$ cat config.mk
export PLATFORM = sky130hd
export DESIGN_NAME = direct_form_convolution_top
export DESIGN_NICKNAME = d
export VERILOG_FILES = /design/src/rtl/core/dfc_pkg.sv /design/src/rtl/core/dfc_store.sv /design/src/rtl/core/dfc_mac.sv /design/src/rtl/core/dfc_seq.sv /design/src/rtl/core/direct_form_convolution_top.sv
export SDC_FILE = /design/constraint.sdc
export NUM_CORES = 2
export LEC_CHECK = 0
export BUFFER_PORTS_ARGS = -buffer_cell sky130_fd_sc_hd__buf_4
export CAP_MARGIN = 20
export CELL_PAD_IN_SITES_DETAIL_PLACEMENT = 1
export CELL_PAD_IN_SITES_GLOBAL_PLACEMENT = 1
export CORE_MARGIN = 10
export CORE_UTILIZATION = 60
export CTS_BUF_LIST = sky130_fd_sc_hd__clkbuf_4 sky130_fd_sc_hd__clkbuf_8 sky130_fd_sc_hd__clkbuf_16
export DETAILED_ROUTE_END_ITERATION = 7
export PLACE_DENSITY = 0.84
export SLEW_MARGIN = 20
export SYNTH_ARGS = -nofsm -noshare
export SYNTH_HDL_FRONTEND = slang
export SYNTH_SLANG_ARGS = --single-unit
$ cat constraint.sdc
create_clock -name clk_i -period 9.25 [get_ports clk_i]
set_input_delay 1.85 -clock clk_i [delete_from_list [all_inputs] [get_ports clk_i]]
set_output_delay 1.85 -clock clk_i [all_outputs]
set_load 0.005 [all_outputs]
$ cat src/rtl/core/dfc_pkg.sv
// dfc_pkg: shared types and constants for the direct-form convolution block
// no dependencies; imported by every module in rtl/core
`timescale 1ns / 1ps
`default_nettype none

package dfc_pkg;

  localparam int unsigned DFC_MAX_TAPS = 64;
  localparam int unsigned DFC_VAL_W    = 16;
  localparam int unsigned DFC_PROD_W   = 32;
  localparam int unsigned DFC_ACC_W    = 38;
  localparam int unsigned DFC_TDATA_IN_W  = 16;
  localparam int unsigned DFC_TDATA_OUT_W = 40;

  localparam logic REQ_TAP    = 1'b0;
  localparam logic REQ_SAMPLE = 1'b1;

  typedef enum logic [2:0] {
    ST_IDLE,
    ST_PUSH,
    ST_MAC,
    ST_DRAIN,
    ST_OUT
  } dfc_state_e;

  typedef struct packed {
    logic clear;
    logic rd_valid;
    logic rd_keep;
  } mac_ctrl_t;

endpackage

`default_nettype wire

$ cat src/rtl/core/dfc_store.sv
// dfc_store: tap memory and circular sample history, registered reads
// depends on dfc_pkg
`timescale 1ns / 1ps
`default_nettype none

module dfc_store
  import dfc_pkg::*;
#(
  parameter int unsigned MAX_TAPS = DFC_MAX_TAPS,
  localparam int unsigned AW = (MAX_TAPS > 1) ? $clog2(MAX_TAPS) : 1,
  localparam int unsigned HD = 2 ** AW
) (
  input  wire logic                        clk_i,
  input  wire logic                        tap_we_i,
  input  wire logic [AW-1:0]               tap_waddr_i,
  input  wire logic signed [DFC_VAL_W-1:0] tap_wdata_i,
  input  wire logic [AW-1:0]               tap_raddr_i,
  output logic signed [DFC_VAL_W-1:0]      tap_rdata_o,
  input  wire logic                        hist_we_i,
  input  wire logic [AW-1:0]               hist_waddr_i,
  input  wire logic signed [DFC_VAL_W-1:0] hist_wdata_i,
  input  wire logic [AW-1:0]               hist_raddr_i,
  output logic signed [DFC_VAL_W-1:0]      hist_rdata_o
);

  logic signed [DFC_VAL_W-1:0] tap_mem [MAX_TAPS];
  logic signed [DFC_VAL_W-1:0] hist_mem [HD];

  always_ff @(posedge clk_i) begin
    if (tap_we_i) begin
      tap_mem[tap_waddr_i] <= tap_wdata_i;
    end
    tap_rdata_o <= tap_mem[tap_raddr_i];
  end

  always_ff @(posedge clk_i) begin
    if (hist_we_i) begin
      hist_mem[hist_waddr_i] <= hist_wdata_i;
    end
    hist_rdata_o <= hist_mem[hist_raddr_i];
  end

endmodule

`default_nettype wire

$ cat src/rtl/core/dfc_mac.sv
// dfc_mac: shared multiply-accumulate unit, product register then accumulator
// depends on dfc_pkg
`timescale 1ns / 1ps
`default_nettype none

module dfc_mac
  import dfc_pkg::*;
(
  input  wire logic                        clk_i,
  input  wire logic                        rst_ni,
  input  wire mac_ctrl_t                   ctrl_i,
  input  wire logic signed [DFC_VAL_W-1:0] tap_i,
  input  wire logic signed [DFC_VAL_W-1:0] hist_i,
  output logic signed [DFC_ACC_W-1:0]      acc_o,
  output logic                             busy_o
);

  logic signed [DFC_PROD_W-1:0] prod_d, prod_q;
  logic                         prod_v_q;
  logic signed [DFC_ACC_W-1:0]  acc_d, acc_q;

  always_comb begin
    prod_d = '0;
    if (ctrl_i.rd_keep) begin
      prod_d = tap_i * hist_i;
    end
  end

  always_comb begin
    acc_d = acc_q;
    if (ctrl_i.clear) begin
      acc_d = '0;
    end else if (prod_v_q) begin
      acc_d = acc_q + {{(DFC_ACC_W-DFC_PROD_W){prod_q[DFC_PROD_W-1]}}, prod_q};
    end
  end

  always_ff @(posedge clk_i or negedge rst_ni) begin
    if (!rst_ni) begin
      prod_v_q <= 1'b0;
    end else begin
      prod_v_q <= ctrl_i.rd_valid;
    end
  end

  always_ff @(posedge clk_i) begin
    prod_q <= prod_d;
    acc_q  <= acc_d;
  end

  assign acc_o  = acc_q;
  assign busy_o = prod_v_q;

endmodule

`default_nettype wire

$ cat src/rtl/core/dfc_seq.sv
// dfc_seq: sequencer for tap loads, history pushes, tap walk and output register
// depends on dfc_pkg; drives dfc_store and dfc_mac
`timescale 1ns / 1ps
`default_nettype none

module dfc_seq
  import dfc_pkg::*;
#(
  parameter int unsigned MAX_TAPS = DFC_MAX_TAPS,
  localparam int unsigned AW = (MAX_TAPS > 1) ? $clog2(MAX_TAPS) : 1,
  localparam int unsigned CW = $clog2(MAX_TAPS + 1)
) (
  input  wire logic                        clk_i,
  input  wire logic                        rst_ni,
  input  wire logic                        in_valid_i,
  output logic                             in_ready_o,
  input  wire logic                        in_type_i,
  input  wire logic signed [DFC_VAL_W-1:0] in_value_i,
  input  wire logic                        in_final_i,
  output logic                             tap_we_o,
  output logic [AW-1:0]                    tap_waddr_o,
  output logic [AW-1:0]                    tap_raddr_o,
  output logic                             hist_we_o,
  output logic [AW-1:0]                    hist_waddr_o,
  output logic signed [DFC_VAL_W-1:0]      hist_wdata_o,
  output logic [AW-1:0]                    hist_raddr_o,
  output mac_ctrl_t                        mac_ctrl_o,
  input  wire logic signed [DFC_ACC_W-1:0] acc_i,
  input  wire logic                        mac_busy_i,
  output logic                             out_valid_o,
  input  wire logic                        out_ready_i,
  output logic signed [DFC_ACC_W-1:0]      out_value_o,
  output logic                             out_last_o
);

  dfc_state_e state_q, state_d;

  logic [CW-1:0] tap_count_q;
  logic          set_used_q;
  logic          active_q;
  logic [CW-1:0] fill_q;
  logic [AW-1:0] wp_q;
  logic [CW-1:0] j_q;
  logic [CW-1:0] tail_q;
  logic          fin_q;
  logic signed [DFC_VAL_W-1:0] push_val_q;
  logic          rd_v_q, rd_keep_q;
  logic          ov_q, olast_q;
  logic signed [DFC_ACC_W-1:0] oval_q;

  logic in_fire, tap_fire, smp_go, issue, do_load, last_issue;

  assign in_fire    = in_valid_i && in_ready_o;
  assign tap_fire   = in_fire && (in_type_i == REQ_TAP) && !active_q;
  assign smp_go     = in_fire && (in_type_i == REQ_SAMPLE) && (tap_count_q != '0);
  assign last_issue = (j_q == tap_count_q - CW'(1));
  assign do_load    = (state_q == ST_OUT) && (!ov_q || out_ready_i);

  // next state
  always_comb begin
    state_d = state_q;
    unique case (state_q)
      ST_IDLE:  if (smp_go) state_d = ST_PUSH;
      ST_PUSH:  state_d = ST_MAC;
      ST_MAC:   if (last_issue) state_d = ST_DRAIN;
      ST_DRAIN: if (!rd_v_q && !mac_busy_i) state_d = ST_OUT;
      ST_OUT: begin
        if (do_load) state_d = (tail_q == '0) ? ST_IDLE : ST_PUSH;
      end
      default:  state_d = ST_IDLE;
    endcase
  end

  // outputs
  always_comb begin
    in_ready_o = 1'b0;
    hist_we_o  = 1'b0;
    issue      = 1'b0;
    unique case (state_q)
      ST_IDLE:  in_ready_o = 1'b1;
      ST_PUSH:  hist_we_o  = 1'b1;
      ST_MAC:   issue      = 1'b1;
      ST_DRAIN: ;
      ST_OUT:   ;
      default:  ;
    endcase
  end

  assign tap_we_o     = tap_fire && (set_used_q || (tap_count_q < CW'(MAX_TAPS)));
  assign tap_waddr_o  = set_used_q ? '0 : tap_count_q[AW-1:0];
  assign tap_raddr_o  = j_q[AW-1:0];
  assign hist_waddr_o = wp_q + AW'(1);
  assign hist_wdata_o = push_val_q;
  assign hist_raddr_o = wp_q - j_q[AW-1:0];

  // clear, rd_valid, rd_keep from the top bit down
  assign mac_ctrl_o = {hist_we_o, rd_v_q, rd_keep_q};

  always_ff @(posedge clk_i or negedge rst_ni) begin
    if (!rst_ni) begin
      state_q     <= ST_IDLE;
      tap_count_q <= '0;
      set_used_q  <= 1'b0;
      active_q    <= 1'b0;
      fill_q      <= '0;
      wp_q        <= '0;
      j_q         <= '0;
      tail_q      <= '0;
      fin_q       <= 1'b0;
      rd_v_q      <= 1'b0;
      rd_keep_q   <= 1'b0;
      ov_q        <= 1'b0;
    end else begin
      state_q   <= state_d;
      rd_v_q    <= issue;
      rd_keep_q <= issue && (j_q < fill_q);
      if (tap_fire) begin
        if (set_used_q) begin
          tap_count_q <= CW'(1);
          set_used_q  <= 1'b0;
        end else if (tap_count_q < CW'(MAX_TAPS)) begin
          tap_count_q <= tap_count_q + CW'(1);
        end
      end
      if (smp_go) begin
        fin_q  <= in_final_i;
        tail_q <= in_final_i ? tap_count_q - CW'(1) : '0;
        if (!active_q) begin
          active_q <= 1'b1;
          fill_q   <= '0;
        end
      end
      if (hist_we_o) begin
        wp_q <= wp_q + AW'(1);
        j_q  <= '0;
        if (fill_q < tap_count_q) fill_q <= fill_q + CW'(1);
      end
      if (issue) j_q <= j_q + CW'(1);
      if (out_valid_o && out_ready_i && !do_load) ov_q <= 1'b0;
      if (do_load) begin
        ov_q <= 1'b1;
        if (tail_q == '0) begin
          if (fin_q) begin
            active_q   <= 1'b0;
            set_used_q <= 1'b1;
          end
        end else begin
          tail_q <= tail_q - CW'(1);
        end
      end
    end
  end

  always_ff @(posedge clk_i) begin
    if (smp_go) push_val_q <= in_value_i;
    else if (do_load) push_val_q <= '0;
    if (do_load) begin
      oval_q  <= acc_i;
      olast_q <= fin_q && (tail_q == '0);
    end
  end

  assign out_valid_o = ov_q;
  assign out_value_o = oval_q;
  assign out_last_o  = olast_q;

endmodule

`default_nettype wire

$ cat src/rtl/core/direct_form_convolution_top.sv
// sequence: a sample with L taps is pushed into the history, its taps are walked and the
// MAC drains before the output loads; a final sample adds L-1 tail outputs with zero pushes
// throughput: one shared multiply-accumulate walks the taps, one tap per cycle
// reset: rst_ni asynchronous active low, clears tap count and signal state
// top level: instantiates dfc_seq, dfc_store and dfc_mac; depends on dfc_pkg
`timescale 1ns / 1ps
`default_nettype none

module direct_form_convolution_top
  import dfc_pkg::*;
#(
  parameter int unsigned MAX_TAPS = DFC_MAX_TAPS,
  localparam int unsigned AW = (MAX_TAPS > 1) ? $clog2(MAX_TAPS) : 1
) (
  input  wire logic                       clk_i,
  input  wire logic                       rst_ni,
  input  wire logic                       s_axis_tvalid,
  output logic                            s_axis_tready,
  input  wire logic [DFC_TDATA_IN_W-1:0]  s_axis_tdata,   // [15:0] value
  input  wire logic                       s_axis_tuser,   // [0] req_type
  input  wire logic                       s_axis_tlast,   // final_sample
  output logic                            m_axis_tvalid,
  input  wire logic                       m_axis_tready,
  output logic [DFC_TDATA_OUT_W-1:0]      m_axis_tdata,   // [37:0] out_value, zero pad
  output logic                            m_axis_tlast    // out_last
);

  logic                        tap_we, hist_we;
  logic [AW-1:0]               tap_waddr, tap_raddr, hist_waddr, hist_raddr;
  logic signed [DFC_VAL_W-1:0] hist_wdata, tap_rdata, hist_rdata;
  mac_ctrl_t                   mac_ctrl;
  logic signed [DFC_ACC_W-1:0] acc, out_value;
  logic                        mac_busy;

  dfc_seq #(.MAX_TAPS(MAX_TAPS)) u_seq (
    .clk_i        (clk_i),
    .rst_ni       (rst_ni),
    .in_valid_i   (s_axis_tvalid),
    .in_ready_o   (s_axis_tready),
    .in_type_i    (s_axis_tuser),
    .in_value_i   (s_axis_tdata[DFC_VAL_W-1:0]),
    .in_final_i   (s_axis_tlast),
    .tap_we_o     (tap_we),
    .tap_waddr_o  (tap_waddr),
    .tap_raddr_o  (tap_raddr),
    .hist_we_o    (hist_we),
    .hist_waddr_o (hist_waddr),
    .hist_wdata_o (hist_wdata),
    .hist_raddr_o (hist_raddr),
    .mac_ctrl_o   (mac_ctrl),
    .acc_i        (acc),
    .mac_busy_i   (mac_busy),
    .out_valid_o  (m_axis_tvalid),
    .out_ready_i  (m_axis_tready),
    .out_value_o  (out_value),
    .out_last_o   (m_axis_tlast)
  );

  dfc_store #(.MAX_TAPS(MAX_TAPS)) u_store (
    .clk_i        (clk_i),
    .tap_we_i     (tap_we),
    .tap_waddr_i  (tap_waddr),
    .tap_wdata_i  (s_axis_tdata[DFC_VAL_W-1:0]),
    .tap_raddr_i  (tap_raddr),
    .tap_rdata_o  (tap_rdata),
    .hist_we_i    (hist_we),
    .hist_waddr_i (hist_waddr),
    .hist_wdata_i (hist_wdata),
    .hist_raddr_i (hist_raddr),
    .hist_rdata_o (hist_rdata)
  );

  dfc_mac u_mac (
    .clk_i  (clk_i),
    .rst_ni (rst_ni),
    .ctrl_i (mac_ctrl),
    .tap_i  (tap_rdata),
    .hist_i (hist_rdata),
    .acc_o  (acc),
    .busy_o (mac_busy)
  );

  assign m_axis_tdata = {{(DFC_TDATA_OUT_W-DFC_ACC_W){1'b0}}, out_value};

endmodule

`default_nettype wire

==> reports/summary.log <==
[status] outcome finished clean
[die] Top-Level Pins 65
[synthesis] xor and xnor area share after synthesis 0.801%
[die] placeable core region 161000 sq um
[clock_network] Reg clk slew, reported paths 0.07 ns
[clock_network] Clock Root Buffer sky130_fd_sc_hd__clkbuf_16
[clock_network] Clock Sinks 2249
[clock_network] H-tree depth 4
[placed_design] HPWL after detailed placement 154 mm
[clock_network] number of buffers inserted during clock tree synthesis 212
[grt] grt ovf 0
[grt] antenna violations before repair 23
[timing] final total negative setup slack 0 ns
[worst_setup_path] startpoint class of the critical path flop
[route] number of DRC markers after the initial detailed-route iteration 8193
[worst_setup_path] worst path arrival time 7.45 ns
[worst_setup_path] end of the worst register-to-register path u_mac.prod_q[31]
[timing] slew at the pin closest to its max-slew limit 1.18 ns
[placed_design] Port Buf Inserts 62
[timing] RSZ-0062 raised after global routing false
[timing] final number of setup-violating endpoints 0
[synthesis] Post-Synthesis Cell Area 97200 sq um
[die] width of the die 423 microns
[clock_network] Clock Tree Buf Depth 3
[route] via count 52926
[timing] Clock Skews 0.0862 ns
[route] routed via count divided by cell count 6.92
[route] DRC violations left 0
[finish] share of final-layout standard cells stronger than drive strength 1 23.5%
[synthesis] share of synthesized registers carrying an async set or reset 1.96%
[clock_network] TritonCTS clock tree yes
[synthesis] number of synthesized flops with an enable pin 2103
[synthesis] sequential share of the synthesized area 68.2%
[synthesis] post-synth cell types 75
[hold_path] path type of the worst min-delay path reg2reg
[finish] total number of nets in the final design 5730
[timing] Hold Vio Cnt, Final 0
[clock_network] Gates resized, CTS repair 0
[die] Die Area 179000 sq um
[placed_design] final weighted congestion in routability-driven placement 0.857
[finish] count of non-filler cells in the finished layout 7645
[worst_setup_path] capturing element type of the critical path flop
[timing] Relative slew margins 20.8%
[worst_setup_path] cells on worst reg2reg path 23
[timing] number of max-slew violations in the final report 0
[synthesis] largest family of logic cells by synthesized area multiplexers
[route] Routed WL 282 mm
[clock_network] Post-CTS Repair Setup Buffers 0
[worst_setup_path] Crit Path Max Fanout 16
[synthesis] Synth Area in Simple Gates 3.93%
[grt] overall fraction of global-route tracks in use 31.7%
[synthesis] synthesis warning total 0
[worst_setup_path] required time at the worst-slack endpoint 10.01 ns
[clock_network] latest clock arrival within the worst-skew pair 0.89 ns
[worst_setup_path] Worst Setup SP u_store.tap_rdata_o[7]
[timing] max frequency 150 MHz
[route] number of iterations in the first detailed-routing pass 5
[synthesis] adder-cell share of the synthesized area 7.28%
[synthesis] most used flip-flop cell after synthesis sky130_fd_sc_hd__edfxtp_1
[synthesis] mux cell area share after synthesis 15.7%
[timing] time the final worst path needs with I/O delays and setup 6.69 ns
[grt] via count of the first global-routing pass 55103
[die] floorplan row count 147
[synthesis] Mapped Avg Cell Area 19.1 sq um
[clock_network] hold buffer count at cts 0
[synthesis] fraction of the mapped netlist area in compound gates 1.95%
[finish] end-of-flow core utilization 67.2%
[placed_design] placed insts 7247
[route] mean routed wirelength per cell 36.8 microns
[finish] relative area change from synthesis to final layout 11.1%
[die] y dimension of the die 423 microns
[synthesis] count of mapped cells out of synthesis 5082
[hold_path] source of the worst hold timing path u_mac.acc_o[34]
[synthesis] register bit total from synthesis 2249
[worst_setup_path] capture point of the worst path u_mac.prod_q[31]
[die] effective utilization at floorplan 60.5%
[worst_setup_path] class of the most critical setup path reg2reg
[grt] maximum number of pins on one net before global-route repair 105
[route] count of antenna-violating nets left after detailed routing 0
[grt] wire length of the first global-routing pass 409 mm
[job] max cap viols 0
[timing] final worst path period share 72.3%
[worst_setup_path] flop2flop setup slack 2.56 ns
[worst_setup_path] critical register-to-register path startpoint u_store.tap_rdata_o[7]
==> registers in the layout, summed over array words and instances (netlist names), 3 cells and up <==
name	cells
u_seq.tap_count_q	7
u_seq.hist_wdata_o	16
u_store.tap_rdata_o	16
u_store.hist_mem	1024
u_seq.out_value_o	38
u_mac.acc_o	38
u_seq.wp_q	6
u_seq.j_q	7
u_seq.tail_q	7
u_mac.prod_q	32
u_seq.fill_q	7
u_store.tap_mem	1024
u_seq.state_q	3
u_store.hist_rdata_o	16
==> kinds of logic (layout without fill, tap and decap cells) <==
family,count (synthesis),after routing
compound gates,290,290
xor+xnor,88,88
fa+ha+maj,407,407
buf+inv,557,950
flops,2249,2249
mux,701,701
other cells,1,11
simple gates,789,789
==> synth_stat cells (all sizes together) (8+ instances only) <==
master  number  area share [%]
xnor2       62            0.57
ha         143             1.8
nor2       239            0.92
xor2        26            0.23
a21oi       88            0.45
or3         11           0.072
a211oi      30            0.24
a31oi        8           0.067
buf         66            0.29
a21o        41            0.32
mux2i       45            0.46
o21ai       58            0.31
inv        325             1.3
nor3        28            0.14
nor2b       27            0.17
dfrtp       44             1.1
nand4       15           0.097
clkbuf     164            0.63
edfxtp    2103              65
and3        13           0.089
nor3b        9           0.069
and2       172             1.1
nand2b      16            0.10
nor4         8           0.051
nand2      199            0.77
fa         264             5.4
nand3       32            0.16
mux4       656              15
dfxtp      102             2.1
==> through the flow <==
step / hold slack, ns / area (sq um) / setup slack [ns]
6_report: 0.463 / 108000 / 2.56
5_1_grt: 0.485 / 108000 / 2.28
4_1_cts: 0.468 / 108000 / 2.61
3_5_place_dp: 0.384 / 101000 / 2.56
3_3_place_gp: 0.387 / 101000 / 2.63
2_1_floorplan: 0.370 / 97200 / 3.11
==> critical path: stages, from the launching register on <==
cell and delay, ns:
sky130_fd_sc_hd__dfxtp_1 0.74, sky130_fd_sc_hd__nand2_1 0.19, sky130_fd_sc_hd__fa_1 0.57, sky130_fd_sc_hd__inv_1 0.05, sky130_fd_sc_hd__fa_1 0.49, sky130_fd_sc_hd__inv_1 0.06
sky130_fd_sc_hd__fa_1 0.57, sky130_fd_sc_hd__inv_1 0.06, sky130_fd_sc_hd__fa_1 0.46, sky130_fd_sc_hd__fa_1 0.49, sky130_fd_sc_hd__inv_1 0.05, sky130_fd_sc_hd__fa_1 0.47
sky130_fd_sc_hd__inv_1 0.04, sky130_fd_sc_hd__ha_1 0.32, sky130_fd_sc_hd__a21o_1 0.18, sky130_fd_sc_hd__a21o_1 0.17, sky130_fd_sc_hd__a21oi_1 0.23, sky130_fd_sc_hd__a21bo_2 0.28
sky130_fd_sc_hd__o31a_1 0.28, sky130_fd_sc_hd__a41o_1 0.29, sky130_fd_sc_hd__o2111ai_1 0.24, sky130_fd_sc_hd__a21oi_1 0.14, sky130_fd_sc_hd__mux2i_1 0.19, sky130_fd_sc_hd__nand2_1 0.07
==> metal layers <==
| metal | share of wire (%) | up-vias | global-route usage, % |
|---|---|---|---|
| met1 | 37 | 27803 | 43.5 |
| met3 | 11 | 754 | 6.92 |
| li1 | - | 20242 | - |
| met5 | 0.090 | - | 0.430 |
| met4 | 4.5 | 24 | 12.6 |
| met2 | 48 | 4103 | 50.1 |
==> worst min path at each step <==
stage | endpoint | slack, ns | cells after the start
after floorplan | u_mac.busy_o | 0.37 | 0
after global placement | u_mac.busy_o | 0.39 | 0
after detailed placement | u_mac.busy_o | 0.38 | 0
after CTS | u_seq.out_value_o[34] | 0.47 | 0
after global routing | u_seq.out_value_o[28] | 0.48 | 0
final | u_seq.out_value_o[34] | 0.46 | 0
==> area by class of cell <==
| type | count | area, sq um |
|---|---|---|
| sequential | 2249 | 66300 |
| tap | 2160 | 2700 |
| clock inverter | 124 | 1220 |
| inverter | 327 | 1230 |
| antenna | 9 | 22.5 |
| timing repair buffer | 234 | 1810 |
| multi-input combinational | 2277 | 28900 |
| clock buffer | 265 | 5790 |
| fill | 13117 | 52700 |
==> cells in the final DEF (no fill, tap or decap), types with 102 or more instances in the layout <==
master	instances
sky130_fd_sc_hd__buf_4	230
sky130_fd_sc_hd__inv_1	323
sky130_fd_sc_hd__clkbuf_16	215
sky130_fd_sc_hd__ha_1	142
sky130_fd_sc_hd__mux4_2	656
sky130_fd_sc_hd__nand2_1	199
sky130_fd_sc_hd__and2_1	170
sky130_fd_sc_hd__dfxtp_1	102
sky130_fd_sc_hd__fa_1	263
sky130_fd_sc_hd__nor2_1	234
sky130_fd_sc_hd__edfxtp_1	2103
Power is left out: the tool's default activity adds up to more than one toggle a clock period on the data nets, which glitch-free logic cannot reach.
